<file path="src/design/dlfc_pkg.sv">
// shared types, constants and the crc update for the dnp3 link frame checker
package dlfc_pkg;

  localparam int unsigned BLOCK_BYTES    = 16;
  localparam int unsigned MAX_USER_BYTES = 250;
  localparam int unsigned FILL_W         = $clog2(BLOCK_BYTES + 1);

  localparam logic [7:0]  START_LO   = 8'h05;
  localparam logic [7:0]  START_HI   = 8'h64;
  localparam logic [7:0]  MIN_LEN    = 8'd5;
  localparam logic [15:0] CRC_POLY   = 16'hA6BC;
  localparam logic [15:0] CRC_XOROUT = 16'hFFFF;
  localparam logic [7:0]  CAP_RESET  = 8'd250;

  localparam logic KIND_USER = 1'b0;
  localparam logic KIND_END  = 1'b1;

  typedef enum logic [2:0] {
    ST_OK         = 3'd0,
    ST_BAD_START  = 3'd1,
    ST_SHORT_LEN  = 3'd2,
    ST_HEADER_CRC = 3'd3,
    ST_CAPACITY   = 3'd4,
    ST_TRUNCATED  = 3'd5,
    ST_BLOCK_CRC  = 3'd6
  } status_e;

  typedef struct packed {
    logic [7:0] rx_byte;
    logic       buffer_end;
  } in_item_t;

  typedef struct packed {
    logic        kind;
    logic [7:0]  user_byte;
    status_e     status;
    logic [7:0]  control_octet;
    logic [15:0] destination;
    logic [15:0] source;
    logic [7:0]  length_octet;
    logic [7:0]  user_count;
  } out_item_t;

  // item handed from one stage to the next
  typedef struct packed {
    logic     valid;
    in_item_t data;
  } in_xfer_t;

  typedef struct packed {
    logic      push;
    out_item_t data;
  } out_xfer_t;

  // one octet through the reflected crc-16/dnp shift register
  function automatic logic [15:0] crc_feed(logic [15:0] crc, logic [7:0] octet);
    logic [15:0] c;
    c = crc ^ {8'h00, octet};
    for (int i = 0; i < 8; i++) begin
      c = c[0] ? ((c >> 1) ^ CRC_POLY) : (c >> 1);
    end
    return c;
  endfunction

endpackage

</file>
<file path="src/design/dlfc_in_reg.sv">
// input register that holds one received octet until the result queue has room
module dlfc_in_reg (
  input  logic               clk_i,
  input  logic               rst_ni,
  input  logic               in_valid_i,
  output logic               in_stall_o,
  input  dlfc_pkg::in_item_t in_data_i,
  input  logic               full_i,
  output dlfc_pkg::in_xfer_t xfer_o
);

  logic               valid_q, valid_d;
  dlfc_pkg::in_item_t data_q, data_d;

  assign in_stall_o = valid_q && full_i;

  always_comb begin
    valid_d = valid_q;
    data_d  = data_q;
    if (!in_stall_o) begin
      valid_d = in_valid_i;
      data_d  = in_data_i;
    end
  end

  always_ff @(posedge clk_i or negedge rst_ni) begin
    if (!rst_ni) begin
      valid_q <= 1'b0;
    end else begin
      valid_q <= valid_d;
    end
  end

  always_ff @(posedge clk_i) begin
    data_q <= data_d;
  end

  assign xfer_o.valid = valid_q && !full_i;
  assign xfer_o.data  = data_q;

endmodule

</file>
<file path="src/design/dlfc_frame.sv">
// frame parser: header, block crc checks, user octets and the end result
module dlfc_frame (
  input  logic                clk_i,
  input  logic                rst_ni,
  input  logic                cfg_valid_i,
  input  logic [7:0]          cfg_data_i,
  input  dlfc_pkg::in_xfer_t  xfer_i,
  output dlfc_pkg::out_xfer_t xfer_o
);

  typedef enum logic [4:0] {
    PH_HEADER = 5'b00001,
    PH_DATA   = 5'b00010,
    PH_CRC_LO = 5'b00100,
    PH_CRC_HI = 5'b01000,
    PH_SKIP   = 5'b10000
  } phase_e;

  phase_e                        phase_q, phase_d;
  logic [3:0]                    pos_q, pos_d;
  logic [dlfc_pkg::FILL_W-1:0]   fill_q, fill_d;
  logic [7:0]                    rem_q, rem_d;
  logic [15:0]                   crc_q, crc_d;
  logic [7:0]                    crc_lo_q, crc_lo_d;
  logic [7:0]                    len_q, len_d;
  logic [7:0]                    ctrl_q, ctrl_d;
  logic [15:0]                   dest_q, dest_d;
  logic [15:0]                   src_q, src_d;
  logic [7:0]                    cap_q;

  logic [7:0]  b;
  logic        last;
  logic [15:0] crc_base;
  logic [15:0] rx_crc;
  logic [7:0]  ulen;
  logic        ended;
  logic        end_push;
  dlfc_pkg::status_e end_status;

  always_ff @(posedge clk_i or negedge rst_ni) begin
    if (!rst_ni) begin
      cap_q <= dlfc_pkg::CAP_RESET;
    end else if (cfg_valid_i) begin
      cap_q <= cfg_data_i;
    end
  end

  assign b        = xfer_i.data.rx_byte;
  assign last     = xfer_i.data.buffer_end;
  assign rx_crc   = {b, crc_lo_q};
  assign crc_base = (pos_q == 4'd0) ? 16'h0000 : crc_q;
  assign ulen     = len_q - dlfc_pkg::MIN_LEN;

  always_comb begin
    phase_d    = phase_q;
    pos_d      = pos_q;
    fill_d     = fill_q;
    rem_d      = rem_q;
    crc_d      = crc_q;
    crc_lo_d   = crc_lo_q;
    len_d      = len_q;
    ctrl_d     = ctrl_q;
    dest_d     = dest_q;
    src_d      = src_q;
    ended      = 1'b0;
    end_push   = 1'b0;
    end_status = dlfc_pkg::ST_OK;
    xfer_o     = '0;

    if (xfer_i.valid) begin
      unique case (phase_q)
        PH_HEADER: begin
          if (pos_q == 4'd0) begin
            len_d  = '0;
            ctrl_d = '0;
            dest_d = '0;
            src_d  = '0;
          end
          if (pos_q <= 4'd7) begin
            crc_d = dlfc_pkg::crc_feed(crc_base, b);
          end
          unique case (pos_q)
            4'd2:    len_d         = b;
            4'd3:    ctrl_d        = b;
            4'd4:    dest_d[7:0]   = b;
            4'd5:    dest_d[15:8]  = b;
            4'd6:    src_d[7:0]    = b;
            4'd7:    src_d[15:8]   = b;
            default: ;
          endcase
          priority if ((pos_q == 4'd0 && b != dlfc_pkg::START_LO) ||
                       (pos_q == 4'd1 && b != dlfc_pkg::START_HI)) begin
            ended      = 1'b1;
            end_status = dlfc_pkg::ST_BAD_START;
          end else if (pos_q == 4'd2 && b < dlfc_pkg::MIN_LEN) begin
            ended      = 1'b1;
            end_status = dlfc_pkg::ST_SHORT_LEN;
          end else if (pos_q == 4'd8) begin
            crc_lo_d = b;
          end else if (pos_q >= 4'd9) begin
            priority if (rx_crc != (crc_q ^ dlfc_pkg::CRC_XOROUT)) begin
              ended      = 1'b1;
              end_status = dlfc_pkg::ST_HEADER_CRC;
            end else if (ulen > 8'(dlfc_pkg::MAX_USER_BYTES) || ulen > cap_q) begin
              ended      = 1'b1;
              end_status = dlfc_pkg::ST_CAPACITY;
            end else if (ulen == 8'd0) begin
              ended      = 1'b1;
              end_status = dlfc_pkg::ST_OK;
            end else begin
              phase_d = PH_DATA;
              rem_d   = ulen;
              fill_d  = '0;
              crc_d   = '0;
            end
          end else begin
          end
          pos_d = pos_q + 4'd1;
        end
        PH_DATA: begin
          crc_d  = dlfc_pkg::crc_feed(crc_q, b);
          fill_d = fill_q + dlfc_pkg::FILL_W'(1);
          if (rem_q != 8'd0) begin
            rem_d = rem_q - 8'd1;
          end
          xfer_o.push           = 1'b1;
          xfer_o.data.kind      = dlfc_pkg::KIND_USER;
          xfer_o.data.user_byte = b;
          if (fill_d >= dlfc_pkg::FILL_W'(dlfc_pkg::BLOCK_BYTES) || rem_d == 8'd0) begin
            phase_d = PH_CRC_LO;
          end
        end
        PH_CRC_LO: begin
          crc_lo_d = b;
          phase_d  = PH_CRC_HI;
        end
        PH_CRC_HI: begin
          priority if (rx_crc != (crc_q ^ dlfc_pkg::CRC_XOROUT)) begin
            ended      = 1'b1;
            end_status = dlfc_pkg::ST_BLOCK_CRC;
          end else if (rem_q == 8'd0) begin
            ended      = 1'b1;
            end_status = dlfc_pkg::ST_OK;
          end else begin
            phase_d = PH_DATA;
            fill_d  = '0;
            crc_d   = '0;
          end
        end
        PH_SKIP: ;
        default: ;
      endcase

      if (phase_q != PH_SKIP) begin
        if (ended) begin
          end_push = 1'b1;
        end else if (last) begin
          // buffer ran out mid frame: replaces any user octet
          end_push   = 1'b1;
          end_status = dlfc_pkg::ST_TRUNCATED;
        end
        if (!last && end_push) begin
          phase_d = PH_SKIP;
        end
      end
      if (last) begin
        phase_d = PH_HEADER;
        pos_d   = 4'd0;
      end

      if (end_push) begin
        xfer_o.push               = 1'b1;
        xfer_o.data               = '0;
        xfer_o.data.kind          = dlfc_pkg::KIND_END;
        xfer_o.data.status        = end_status;
        xfer_o.data.control_octet = ctrl_d;
        xfer_o.data.destination   = dest_d;
        xfer_o.data.source        = src_d;
        xfer_o.data.length_octet  = len_d;
        xfer_o.data.user_count    = (len_d >= dlfc_pkg::MIN_LEN) ?
                                    (len_d - dlfc_pkg::MIN_LEN) : 8'd0;
      end
    end
  end

  always_ff @(posedge clk_i or negedge rst_ni) begin
    if (!rst_ni) begin
      phase_q  <= PH_HEADER;
      pos_q    <= '0;
      fill_q   <= '0;
      rem_q    <= '0;
      crc_q    <= '0;
      crc_lo_q <= '0;
      len_q    <= '0;
      ctrl_q   <= '0;
      dest_q   <= '0;
      src_q    <= '0;
    end else begin
      phase_q  <= phase_d;
      pos_q    <= pos_d;
      fill_q   <= fill_d;
      rem_q    <= rem_d;
      crc_q    <= crc_d;
      crc_lo_q <= crc_lo_d;
      len_q    <= len_d;
      ctrl_q   <= ctrl_d;
      dest_q   <= dest_d;
      src_q    <= src_d;
    end
  end

endmodule

</file>
<file path="src/design/dlfc_out_fifo.sv">
// two-entry result queue that decouples the parser from a stalling receiver
module dlfc_out_fifo (
  input  logic                clk_i,
  input  logic                rst_ni,
  input  dlfc_pkg::out_xfer_t xfer_i,
  output logic                full_o,
  output logic                out_valid_o,
  input  logic                out_stall_i,
  output dlfc_pkg::out_item_t out_data_o
);

  dlfc_pkg::out_item_t mem_q [2];
  logic       wr_ptr_q, wr_ptr_d;
  logic       rd_ptr_q, rd_ptr_d;
  logic [1:0] count_q, count_d;
  logic       pop;

  assign full_o      = (count_q == 2'd2);
  assign out_valid_o = (count_q != 2'd0);
  assign out_data_o  = mem_q[rd_ptr_q];
  assign pop         = out_valid_o && !out_stall_i;

  always_comb begin
    wr_ptr_d = wr_ptr_q;
    rd_ptr_d = rd_ptr_q;
    count_d  = count_q;
    if (xfer_i.push) begin
      wr_ptr_d = !wr_ptr_q;
    end
    if (pop) begin
      rd_ptr_d = !rd_ptr_q;
    end
    unique case ({xfer_i.push, pop})
      2'b10:   count_d = count_q + 2'd1;
      2'b01:   count_d = count_q - 2'd1;
      default: count_d = count_q;
    endcase
  end

  always_ff @(posedge clk_i or negedge rst_ni) begin
    if (!rst_ni) begin
      wr_ptr_q <= 1'b0;
      rd_ptr_q <= 1'b0;
      count_q  <= 2'd0;
    end else begin
      wr_ptr_q <= wr_ptr_d;
      rd_ptr_q <= rd_ptr_d;
      count_q  <= count_d;
    end
  end

  always_ff @(posedge clk_i) begin
    if (xfer_i.push) begin
      mem_q[wr_ptr_q] <= xfer_i.data;
    end
  end

endmodule

</file>
<file path="src/design/dnp3_link_frame_checker_top.sv">
// top level of the dnp3 link frame checker
//
// in channel: one octet of a buffered link frame per item, with buffer_end
// marking the last octet of the buffer. items are taken on in_valid_i high
// and in_stall_o low.
// out channel: one item per user octet (kind user) and exactly one frame end
// item per frame (kind end) with status and header fields. on any status
// other than ok the receiver drops the user octets already delivered.
// octets after an end item are ignored up to the buffer end.
// cfg channel: writes user_capacity, always ready; write only while idle.
// a result passes through the input register, then the result queue, before
// it is presented and can be taken.
// throughput: one octet per cycle while the result queue is not full, set by
// the byte-wide crc update in the parser.
// when the receiver stalls, the two-entry result queue fills and then the
// input register holds its octet and raises in_stall_o.
// reset: parser waits for the first octet of a frame, capacity returns to
// 250, queue and input register are emptied.
module dnp3_link_frame_checker_top (
  input  logic                clk_i,
  input  logic                rst_ni,
  input  logic                in_valid_i,
  output logic                in_stall_o,
  input  dlfc_pkg::in_item_t  in_data_i,
  output logic                out_valid_o,
  input  logic                out_stall_i,
  output dlfc_pkg::out_item_t out_data_o,
  input  logic                cfg_valid_i,
  output logic                cfg_ready_o,
  input  logic [7:0]          cfg_data_i
);

  dlfc_pkg::in_xfer_t  in_xfer;
  dlfc_pkg::out_xfer_t out_xfer;
  logic                full;

  assign cfg_ready_o = 1'b1;

  dlfc_in_reg u_in_reg (
    .clk_i      (clk_i),
    .rst_ni     (rst_ni),
    .in_valid_i (in_valid_i),
    .in_stall_o (in_stall_o),
    .in_data_i  (in_data_i),
    .full_i     (full),
    .xfer_o     (in_xfer)
  );

  dlfc_frame u_frame (
    .clk_i       (clk_i),
    .rst_ni      (rst_ni),
    .cfg_valid_i (cfg_valid_i && cfg_ready_o),
    .cfg_data_i  (cfg_data_i),
    .xfer_i      (in_xfer),
    .xfer_o      (out_xfer)
  );

  dlfc_out_fifo u_out_fifo (
    .clk_i       (clk_i),
    .rst_ni      (rst_ni),
    .xfer_i      (out_xfer),
    .full_o      (full),
    .out_valid_o (out_valid_o),
    .out_stall_i (out_stall_i),
    .out_data_o  (out_data_o)
  );

endmodule

</file>
<file path="config.mk">
export PLATFORM = sky130hd
export DESIGN_NAME = dnp3_link_frame_checker_top
export DESIGN_NICKNAME = d
export VERILOG_FILES = /design/src/design/dlfc_pkg.sv /design/src/design/dlfc_in_reg.sv /design/src/design/dlfc_frame.sv /design/src/design/dlfc_out_fifo.sv /design/src/design/dnp3_link_frame_checker_top.sv
export SDC_FILE = /design/constraint.sdc
export NUM_CORES = 1
export LEC_CHECK = 0
export ABC_AREA = 1
export ABC_CLOCK_PERIOD_IN_PS = 5800
export BUFFER_PORTS_ARGS = -buffer_cell sky130_fd_sc_hd__buf_2
export CORE_MARGIN = 4
export CORE_UTILIZATION = 55
export CTS_BUF_LIST = sky130_fd_sc_hd__clkbuf_8 sky130_fd_sc_hd__clkbuf_16
export DETAILED_ROUTE_END_ITERATION = 8
export HOLD_SLACK_MARGIN = 0.06
export PLACE_DENSITY = 0.76
export RECOVER_POWER = 25
export SLEW_MARGIN = 20
export SYNTH_ARGS = -nofsm -noshare
export SYNTH_HDL_FRONTEND = slang
export SYNTH_SLANG_ARGS = --single-unit
</file>
<file path="constraint.sdc">
create_clock -name clk_i -period 5.8 [get_ports clk_i]
set_input_delay 0.29 -clock clk_i [delete_from_list [all_inputs] [get_ports clk_i]]
set_output_delay 0.29 -clock clk_i [all_outputs]
set_load 0.005 [all_outputs]
</file>
# Yosys cells after proc, flatten, opt, wreduce, memory -nomap -nowiden
# Memories as Yosys holds them, arrays and structs flattened.
# Cells that the tools add are included.
[word_totals]
ff_bits = 116
latchBits = 0
ram_bits = 136
rom_bits = 0
wordCells = 230
n_memories = 1
[op_classes]
n_addsub = 7
multipliers = 0
n_div = 0
magnitude_cmp = 7
eq_ne = 29
shifts = 0
mux = 119
n_bitwise = 19
n_reduce_logical = 31
[memory_table]
columns = ["memory", "words", "width", "read_ports", "rd_ports_with_merged_regs", "write_ports", "line_no", "rtl"]
rows = [
  ["u_out_fifo.mem_q", 2, 68, 1, 0, 1, "dlfc_out_fifo.sv:12", "dlfc_pkg::out_item_t mem_q [2];"],
]
[op_table]
columns = ["cell", "n"]
rows = [
  ["16-bit two-way mux", 31],
  ["8-bit two-way mux", 25],
  ["8-bit NOT with 9-bit output", 16],
  ["69-bit two-way mux", 2],
  ["5-bit two-way mux", 22],
  ["16-bit one-hot mux with 3 select lines", 1],
  ["8-bit one-hot mux with 2 select lines", 2],
  ["16-bit by 8-bit XOR with 16-bit output", 2],
  ["3-bit two-way mux", 10],
  ["8-bit zero test", 3],
  ["5-bit one-hot mux with 4 select lines", 1],
  ["1-bit two-way mux", 18],
  ["4-bit by 3-bit equality test with 1-bit output, second input constant", 4],
  ["16-bit != test", 1],
  ["2-bit != test, second input constant", 8],
  ["16-bit NOT", 1],
  ["8-bit by 3-bit subtractor with 8-bit output, second input constant", 2],
  ["5-bit one-hot mux with 3 select lines", 1],
  ["11-bit AND reduction", 1],
  ["10-bit two-way mux", 1],
  ["2-bit nonzero test", 5],
  ["9-bit AND reduction", 1],
  ["4-bit by 2-bit equality test with 1-bit output, second input constant", 2],
  ["8-bit by 3-bit greater-or-equal comparator with 1-bit output, second input constant", 1],
  ["other kinds (36)", 51],
]

# Logic depth before layout (Yosys ltp)
# Gate-level depths: netlist (run 1).
[depth]
word_depth = 28
mapped_depth = 23
mapped_depth_nobuf = 23

# By module
# Synthesis (run 1) repeated with hierarchy kept, for this count alone.
[hier_totals]
cells_unflattened = 1651
hier_area_um2 = 13865.8
[modules_own_cells]
columns = ["module", "n_inst", "cells_each", "area_each_um2", "seq_area_each_um2"]
rows = [
  ["dlfc_frame", 1, 1248, 8361.8, 2561.2],
  ["dlfc_out_fifo", 1, 385, 5172.5, 4184.0],
  ["dlfc_in_reg", 1, 16, 320.3, 295.3],
  ["dnp3_link_frame_checker_top", 1, 2, 11.3, 0.0],
]

# Worst setup path before layout (run 1)
# Ideal clock, no wire load.
[synth_path]
path_kind = "flip-flop to flip-flop"
from = "register u_frame.len_q[0]"
to = "memory u_out_fifo.mem_q[1][0] (netlist name) (enable)"
setup_time_ns = 0.496
arrival_time_ns = 5.283
t_required_ns = 5.304
slack_ns = 0.022
path_stages_with_launch = 21
path_buffers = 0
path_cell_list = "dfrtp_1 -> inv_1 -> ha_1 -> inv_1 -> nand2_1 -> nand2_1 -> xor2_1 -> inv_1 -> ha_1 -> nand4_1 -> o211ai_1 -> nand2_1 -> nand2_1 -> nand3_1 -> nand3_1 -> nand3_1 -> nand3_1 -> nand3_2 -> nand2_1 -> inv_1 -> nor2_1"
[synth_via]
elab_chain_len = 20
word_cells_on_any_way = 23
cone_classes = "add/sub (1); order compare (2); mux (18); reduce/logical (2)"
[synth_lines]
columns = ["item", "line_no", "rtl"]
rows = [
  ["from (decl)", "dlfc_frame.sv:25", "logic [7:0] len_q, len_d;"],
  ["from (signal assigned)", "dlfc_frame.sv:205", "len_q <= len_d;"],
  ["8-bit by 3-bit subtractor with 8-bit output (*)", "dlfc_frame.sv:52", "assign ulen = len_q - dlfc_pkg::MIN_LEN;"],
  ["8-bit greater-than comparator / 8-bit zero test (equally long branches)", "dlfc_frame.sv:104, dlfc_frame.sv:107", ""],
  ["1-bit logical OR / 1-bit two-way mux (equally long branches)", "dlfc_frame.sv:104, dlfc_frame.sv:107", ""],
  ["1-bit two-way mux (*)", "dlfc_frame.sv:104", "end else if (ulen > 8'(dlfc_pkg::MAX_USER_BYTES) || ulen > cap_q) begin"],
  ["1-bit two-way mux (*)", "dlfc_frame.sv:101", "priority if (rx_crc != (crc_q ^ dlfc_pkg::CRC_XOROUT)) begin"],
  ["1-bit two-way mux (*)", "dlfc_frame.sv:100", "end else if (pos_q >= 4'd9) begin"],
  ["1-bit two-way mux (*)", "dlfc_frame.sv:98", "end else if (pos_q == 4'd8) begin"],
  ["1-bit two-way mux (*)", "dlfc_frame.sv:95", "end else if (pos_q == 4'd2 && b < dlfc_pkg::MIN_LEN) begin"],
  ["[4 not listed]", "n/a", ""],
  ["1-bit two-way mux (*)", "dlfc_frame.sv:154", "if (phase_q != PH_SKIP) begin"],
  ["1-bit two-way mux (*)", "dlfc_frame.sv:70", "if (xfer_i.valid) begin"],
  ["1-bit two-way mux (*)", "dlfc_frame.sv:154", ""],
  ["1-bit two-way mux (*)", "dlfc_frame.sv:70", ""],
  ["69-bit two-way mux (*)", "dlfc_frame.sv:171", "if (end_push) begin"],
  ["69-bit two-way mux (*)", "dlfc_frame.sv:70", ""],
  ["1-bit two-way mux (*)", "dlfc_out_fifo.sv:53", "if (xfer_i.push) begin"],
  ["1-bit two-way mux (not written as such) (*)", "dlfc_out_fifo.sv:54", "mem_q[wr_ptr_q] <= xfer_i.data;"],
  ["to (decl)", "dlfc_out_fifo.sv:12", ""],
]
# Every way passes the cells marked *; elsewhere a longest branch is shown, timed or not. The select of a mux whose other input is x is not followed.

# Final worst setup path (run 1)
[layout_path]
from = "register u_frame.len_q[0]"
to = "memory u_out_fifo.mem_q[1][20] (netlist name) (enable)"
# Same word-level chain as after synthesis.

==> impl_metrics.py, run 1 <==
metrics = {
    "outcome": {
        "status": "finished with violations",
        "violations": "max-capacitance violations, max-slew violations",
    },
    "routing": {
        "viasPerCell": 5.45,
        "wire_per_inst_um": 16.1,
        "drcViolationCount": 0,
        "first_pass_iters": 5,
        "drt_wl_total_um": 33900,
        "antenna_left": 0,
        "dr_total_vias": 11444,
        "drt_iter0_markers": 1239,
    },
    "timing": {
        "finClkSkew_ns": 0.0113,
        "worst_pin_slew_ns": 3.17,
        "slew_violations": 180,
        "setup_viol": 0,
        "slew_headroom_pct": -111,
        "post-route-period-util_pct": 72.6,
        "rsz0062_at_grt": "no",
        "fmax_mhz": 238,
        "setup_tns_ns": 0,
        "timing_hold_violations_final": 0,
        "layout_min_cycle_time_ns": 4.21,
    },
    "clock_tree": {
        "clkTransAtPathRegs_ns": 0.06,
        "clk_latency_ns": 0.52,
        "post_cts_resized": 0,
        "root_buffer": "clkbuf_16",
        "cts_tree": "built",
        "clock_path_buffers": 3,
        "numCtsBuffers": 27,
        "clock-sinks": 252,
        "htree_levels": 1,
        "post-cts-setup-buffer-count": 0,
    },
    "logic_synthesis": {
        "synth_fa_ha_area_share_pct": 1.73,
        "synthSimpleGateAreaFrac_pct": 24.0,
        "syn_inst": 1666,
        "synth_mux_area_share_pct": 0.0817,
        "synth_most_common_cell": "nand2_1",
        "synth_area_leaders": "edfxtp_1 32%, dfrtp_1 18%, nand2_1 14%, inv_1 5.7%, o21ai_0 4.0%",
        "yosysSeqAreaShare_pct": 51.1,
        "synth-compound-area-share_pct": 9.75,
        "synth_ff_type": "edfxtp_1",
        "synth.top_cells.by_count": "505 x nand2_1, 211 x inv_1, 145 x edfxtp_1",
        "synth-seq-cells": 252,
        "synth.top_cell.area_share_pct": 31.6,
        "synth_edf_count": 145,
        "synthesis.nets": 1707,
        "synth_top_family_by_area": "simple AND/OR/NAND/NOR gates",
        "synth_xor_area_share_pct": 5.12,
        "syn_avg_cell_area_um2": 8.27,
        "yosysUniqueCellTypes": 53,
        "yosys_warnings": 0,
        "synth_largest_area_cell": "edfxtp_1",
        "syn_area_um2": 13800,
        "synth-async-reset-ratio_pct": 42.5,
    },
    "critical_path": {
        "crit_fanout": 46,
        "rr_worst_depth": 21,
        "critical_path_arrival_ns": 4.41,
        "slowest_delay_ns": 0.57,
        "crit_chain": "inv_1 > ha_1 > inv_1 > nand2_1 > nand2_1 > xor2_1 > inv_1 > ha_1 > nand4_1 > o211ai_1 > nand2_1 > nand2_1 > nand3_1 > nand3_1 > nand3_1 > nand3_1 > nand3_2 > nand2_1 > inv_1 > nor2_4 > buf_12",
        "cpMostUsedCell": "nand2_1",
        "rrSetupSlack_ns": 1.59,
        "crit_type": "reg -> reg",
        "r2r_start": "u_frame.len_q[0]$_DFFE_PN0P_",
        "crit_path_top_delay_cell": "nor2_4",
        "cp-start-kind": "register",
        "endpoint_kind": "register",
        "cp_data_required_time_ns": 6.01,
        "r2r-end": "u_out_fifo.mem_q[1][20]$_DFFE_PP_",
    },
    "cells_and_area": {
        "fillers": 2042,
        "final_util_pct": 63.6,
        "antenna_cells": 0,
        "syn_to_final_growth_pct": 13.0,
        "fin_nets": 1797,
        "multi_input_area_um2": 5630,
        "regArea_um2": 7040,
        "drive_gt1_share_pct": 11.4,
    },
    "grt": {
        "grt-ovfl-total": 0,
        "antenna_found_initial": 0,
        "grt_pass1_vias": 11069,
        "track_usage_pct": 24.3,
        "grt_max_degree": 105,
        "grt_pass1_wl_um": 56100,
    },
    "placement": {
        "portBuffers": 91,
        "dp_hpwl_um": 22900,
        "gp_congestion": 0.933,
    },
    "floorplanning": {
        "rows": 57,
        "chipWidth_um": 166,
        "start_util_pct": 56.3,
        "io_pins": 93,
        "die_h_um": 166,
        "core_area_um2": 24500,
        "dieArea_um2": 27600,
    },
    "worst_hold_path": {
        "hp-class": "in -> reg",
        "holdPathEnd": "u_frame.cap_q[5]$_DFFE_PN1P_",
        "hold_start": "cfg_valid_i",
        "hold_depth": 3,
    },
    "flow_run": {
        "cap_violations": 3,
    },
}
## cell families after synthesis
logic type / count (synthesis)
mux: 1
buf+inv: 286
simple gates: 795
other cells: 1
xor+xnor: 75
fa+ha+maj: 19
compound gates: 237
flops: 252
## area by class of cell
cell class                 instances  area share [%]
clock inverter                    18            1.05
clock buffer                      31            4.84
tap                              324            2.60
inverter                         229            5.52
timing repair buffer             118            4.61
sequential                       252            45.2
multi-input combinational       1128            36.1
## how the worst max path moves through the flow
| stage | start | endpoint | slack [ns] | depth (start not counted) |
|---|---|---|---|---|
| after CTS | u_frame.len_q[0]$_DFFE_PN0P_ | u_out_fifo.mem_q[1][53]$_DFFE_PP_ | 1.64 | 21 |
| final | u_frame.len_q[0]$_DFFE_PN0P_ | u_out_fifo.mem_q[1][20]$_DFFE_PP_ | 1.59 | 21 |
| after global routing | rst_ni | u_frame.dest_q[4]$_DFFE_PN0P_ | 1.13 | 3 |
| after detailed placement | u_frame.len_q[0]$_DFFE_PN0P_ | u_out_fifo.mem_q[1][26]$_DFFE_PP_ | 1.68 | 21 |
| after global placement | u_frame.len_q[0]$_DFFE_PN0P_ | u_out_fifo.mem_q[1][25]$_DFFE_PP_ | 1.81 | 21 |
| after floorplan | u_frame.len_q[0]$_DFFE_PN0P_ | u_out_fifo.mem_q[1][0]$_DFFE_PP_ | 0.02 | 20 |
## through the flow
stage | cells | setup slack [ns] | cell area [um2] | hold slack, ns
after global placement | 2032 | 1.81 | 14500 | 0.380
after global routing | 2100 | 1.13 | 15600 | 0.103
after CTS | 2100 | 1.64 | 15600 | 0.0856
after detailed placement | 2032 | 1.68 | 14500 | 0.387
final | 2100 | 1.59 | 15600 | 0.0992
after floorplan | 1666 | 0.0216 | 13800 | -0.00559
## timing repair
item / in CTS / in global routing
endpoints found under the hold margin: 60 / 0
endpoints found under the setup margin: 0 / 0
hold buffers: 19 / 0
## critical path: cells and delay by family, from the launching register on
kind,cells,cell delay [ns]
flip-flops,1,0.45
XOR/XNOR,1,0.26
buffers and inverters,5,0.69
AND/OR/NAND/NOR,12,1.75
adder cells (fa/ha/maj),2,0.52
AO/OA/AOI/OAI,1,0.17
## flip-flops by register name (all words and copies together), names as in the netlist
| register | count |
|---|---|
| u_frame.len_q | 8 |
| u_frame.rem_q | 8 |
| u_in_reg.xfer_o | 9 |
| u_out_fifo.mem_q | 136 |
| u_frame.fill_q | 5 |
| u_frame.pos_q | 4 |
| u_frame.src_q | 16 |
| u_out_fifo.wr_ptr_q | 1 |
| u_frame.dest_q | 16 |
| u_frame.phase_q | 5 |
| u_out_fifo.rd_ptr_q | 1 |
| u_frame.ctrl_q | 8 |
| u_frame.crc_lo_q | 8 |
| u_in_reg.valid_q | 1 |
| u_frame.crc_q | 16 |
| u_out_fifo.count_q | 2 |
| u_frame.cap_q | 8 |
## cell usage in the layout (no fill, tap or decap), types with 5 or more instances in the layout
cell / count
a21oi_1: 42
a31oi_1: 6
buf_2: 85
clkbuf_1: 7
clkbuf_16: 29
dfrtp_1: 99
dfstp_2: 7
dlygate4sd3_1: 19
edfxtp_1: 145
ha_1: 19
inv_1: 218
inv_2: 16
nand2_1: 505
nand2_2: 18
nand3_1: 77
nand4_1: 22
nor2_1: 125
nor3_1: 25
o211ai_1: 5
o21ai_0: 109
o21ai_1: 8
o22ai_1: 48
xnor2_1: 17
xor2_1: 53
## routing by layer
| layer | track usage [%] | part of all wire (%) | up-vias |
|---|---|---|---|
| li1 | - | - | 5573 |
| met1 | 33.4 | 42 | 5334 |
| met2 | 40.5 | 48 | 463 |
| met3 | 3.48 | 7.0 | 74 |
| met4 | 7.08 | 2.6 | 0 |
| met5 | 0 | 0 | - |
Power of run 1 is left out: the tool's default activity adds up to more than one toggle a clock period on the data nets, which glitch-free logic cannot reach.
==> run 2: changes to the inputs <==
--- a/config.mk
+++ b/config.mk
@@ -6,14 +6,14 @@
 export NUM_CORES = 1
 export LEC_CHECK = 0
 export ABC_AREA = 1
-export ABC_CLOCK_PERIOD_IN_PS = 5800
+export ABC_CLOCK_PERIOD_IN_PS = 4300
 export BUFFER_PORTS_ARGS = -buffer_cell sky130_fd_sc_hd__buf_2
 export CORE_MARGIN = 4
-export CORE_UTILIZATION = 55
+export CORE_UTILIZATION = 60
 export CTS_BUF_LIST = sky130_fd_sc_hd__clkbuf_8 sky130_fd_sc_hd__clkbuf_16
 export DETAILED_ROUTE_END_ITERATION = 8
 export HOLD_SLACK_MARGIN = 0.06
-export PLACE_DENSITY = 0.76
+export PLACE_DENSITY = 0.79
 export RECOVER_POWER = 25
 export SLEW_MARGIN = 20
 export SYNTH_ARGS = -nofsm -noshare
==> constraint.sdc (replaced) <==
create_clock -name clk_i -period 4.3 [get_ports clk_i]
set_input_delay 0.215 -clock clk_i [delete_from_list [all_inputs] [get_ports clk_i]]
set_output_delay 0.215 -clock clk_i [all_outputs]
set_load 0.005 [all_outputs]
==> impl_metrics.py, run 2 (synthesized netlist as in run 1, its figures left out) <==
metrics = {
    "outcome": {
        "status": "finished with violations",
        "violations": "max-capacitance violations, max-slew violations",
    },
    "grt": {
        "grt_max_degree": 93,
        "grt_pass1_vias": 11504,
        "antenna_found_initial": 0,
        "grt-ovfl-total": 0,
        "track_usage_pct": 27.0,
        "grt_pass1_wl_um": 57200,
    },
    "critical_path": {
        "cp_data_required_time_ns": 4.70,
        "crit_fanout": 6,
        "crit_chain": "inv_1 > ha_1 > inv_1 > nand2_1 > nand2_1 > xor2_1 > inv_1 > ha_1 > nand4_1 > o211ai_1 > nand2_1 > nand2_1 > nand3_1 > nand3_1 > nand3_1 > nand3_1 > nand3_2 > nand2_1 > inv_1 > ha_1 > a21oi_1 > o21ai_0 > xor2_1",
        "cp-startpoint": "u_frame.len_q[0]$_DFFE_PN0P_",
        "cpMostUsedCell": "nand2_1",
        "slowest_delay_ns": 0.44,
        "cp_top_family": "simple AND/OR/NAND/NOR gates",
        "cp_num_buf_inv": 4,
        "endpoint_kind": "register",
        "cp-start-kind": "register",
        "crit_type": "reg -> reg",
        "critical_path_arrival_ns": 4.30,
        "r2r_start": "u_frame.len_q[0]$_DFFE_PN0P_",
        "crit_path_top_delay_cell": "dfrtp_1",
    },
    "cells_and_area": {
        "most-common-layout-cells": "505 x nand2_1, 219 x inv_1, 145 x edfxtp_1",
        "antenna_cells": 0,
        "final_util_pct": 69.5,
        "drive_gt1_share_pct": 12.1,
        "syn_to_final_growth_pct": 14.2,
        "layout_commonest_cell": "nand2_1",
        "top_register": "u_out_fifo.mem_q",
        "fin_nets": 1829,
        "largest_register_ffs": 136,
    },
    "clock_tree": {
        "cts_tree": "built",
        "clkTransAtPathRegs_ns": 0.06,
        "clock-sinks": 252,
        "clock_path_buffers": 3,
        "htree_levels": 1,
        "root_buffer": "clkbuf_16",
        "numCtsBuffers": 26,
        "clk_latency_ns": 0.53,
        "post_cts_resized": 0,
    },
    "routing": {
        "wire_per_inst_um": 16.6,
        "viasPerCell": 5.56,
        "drt_wl_total_um": 34800,
        "drcViolationCount": 0,
        "antenna_left": 0,
        "drt_iter0_markers": 911,
        "dr_total_vias": 11637,
        "first_pass_iters": 6,
    },
    "placement": {
        "dp_hpwl_um": 23300,
        "portBuffers": 91,
        "gp_congestion": 0.961,
    },
    "floorplanning": {
        "start_util_pct": 60.9,
        "die_h_um": 160,
        "dieArea_um2": 25400,
        "io_pins": 93,
        "chipWidth_um": 160,
        "rows": 55,
        "core_area_um2": 22600,
    },
    "worst_hold_path": {
        "hold_start": "cfg_valid_i",
        "hp-class": "in -> reg",
    },
    "timing": {
        "rsz0062_at_grt": "no",
        "setup_tns_ns": 0,
        "worst_pin_slew_ns": 2.18,
        "layout_min_cycle_time_ns": 3.90,
        "finClkSkew_ns": 0.0133,
        "slew_headroom_pct": -45.2,
        "timing_hold_violations_final": 0,
        "setup_viol": 0,
        "fmax_mhz": 256,
        "post-route-period-util_pct": 90.7,
        "slew_violations": 110,
    },
    "flow_run": {
        "cap_violations": 2,
    },
}
run 2: cell types whose count changed in the layout (fill, tap and decap cells not counted), moves of 2 or more:
| cell | delta |
|---|---|
| dlygate4sd3_1 | +15 |
| buf_4 | +17 |
| buf_12 | +2 |
| clkbuf_1 | -3 |
| clkinv_1 | +3 |
| clkinv_2 | -2 |
| clkinvlp_4 | +2 |
| buf_2 | +2 |
| clkbuf_16 | -2 |
run 2: area by class of cell:
| class | count | area (um2) |
|---|---|---|
| Inverter | 229 | 860 |
| Tap cell | 285 | 357 |
| Fill cell | 1716 | 6900 |
| Sequential cell | 252 | 7040 |
| Clock inverter | 20 | 140 |
| Clock buffer | 28 | 689 |
| Multi-Input combinational cell | 1128 | 5620 |
| Timing Repair Buffer | 151 | 1030 |
run 2: path summary, 6_finish.rpt:
path / to / slack (ns) / cells past startpoint
worst min register to register: u_frame.crc_lo_q[1]$_DFFE_PN0P_ / 0.51 / 2
worst min-delay path: u_frame.cap_q[0]$_DFFE_PN0P_ / 0.13 / 2
worst max-delay path: u_out_fifo.count_q[1]$_DFFE_PN0P_ / 0.40 / 23
min in group asynchronous: u_frame.crc_q[15]$_DFFE_PN0P_ / 0.71 / 2
worst max register to register: u_out_fifo.count_q[1]$_DFFE_PN0P_ / 0.40 / 23
max in group asynchronous: u_frame.len_q[6]$_DFFE_PN0P_ / 0.78 / 3
run 2: metal layers:
metal | track usage, % | wire, um | vias up
li1 | - | - | 5628
met2 | 46.0 | 16800 | 471
met1 | 35.7 | 14600 | 5446
met4 | 9.90 | 1180 | 0
met5 | 0 | 0 | -
met3 | 3.52 | 2260 | 92
run 2: what timing repair did:
action,in CTS,in global routing
buffers inserted,0,6
hold endpoints to repair,86,0
setup endpoints to repair,0,10
hold buffers,34,0
run 2: through the flow:
stage	instance area, um2	setup WS [ns]	hold WS [ns]	cells
global route	15700	0.0639	0.140	2093
detailed placement	14500	0.492	0.394	2005
floorplan	13800	0.119	-0.0806	1666
finish	15700	0.401	0.131	2093
global placement	14500	0.621	0.393	2005
CTS	15700	0.462	0.0948	2087
Power of run 2 is left out for the same reason.
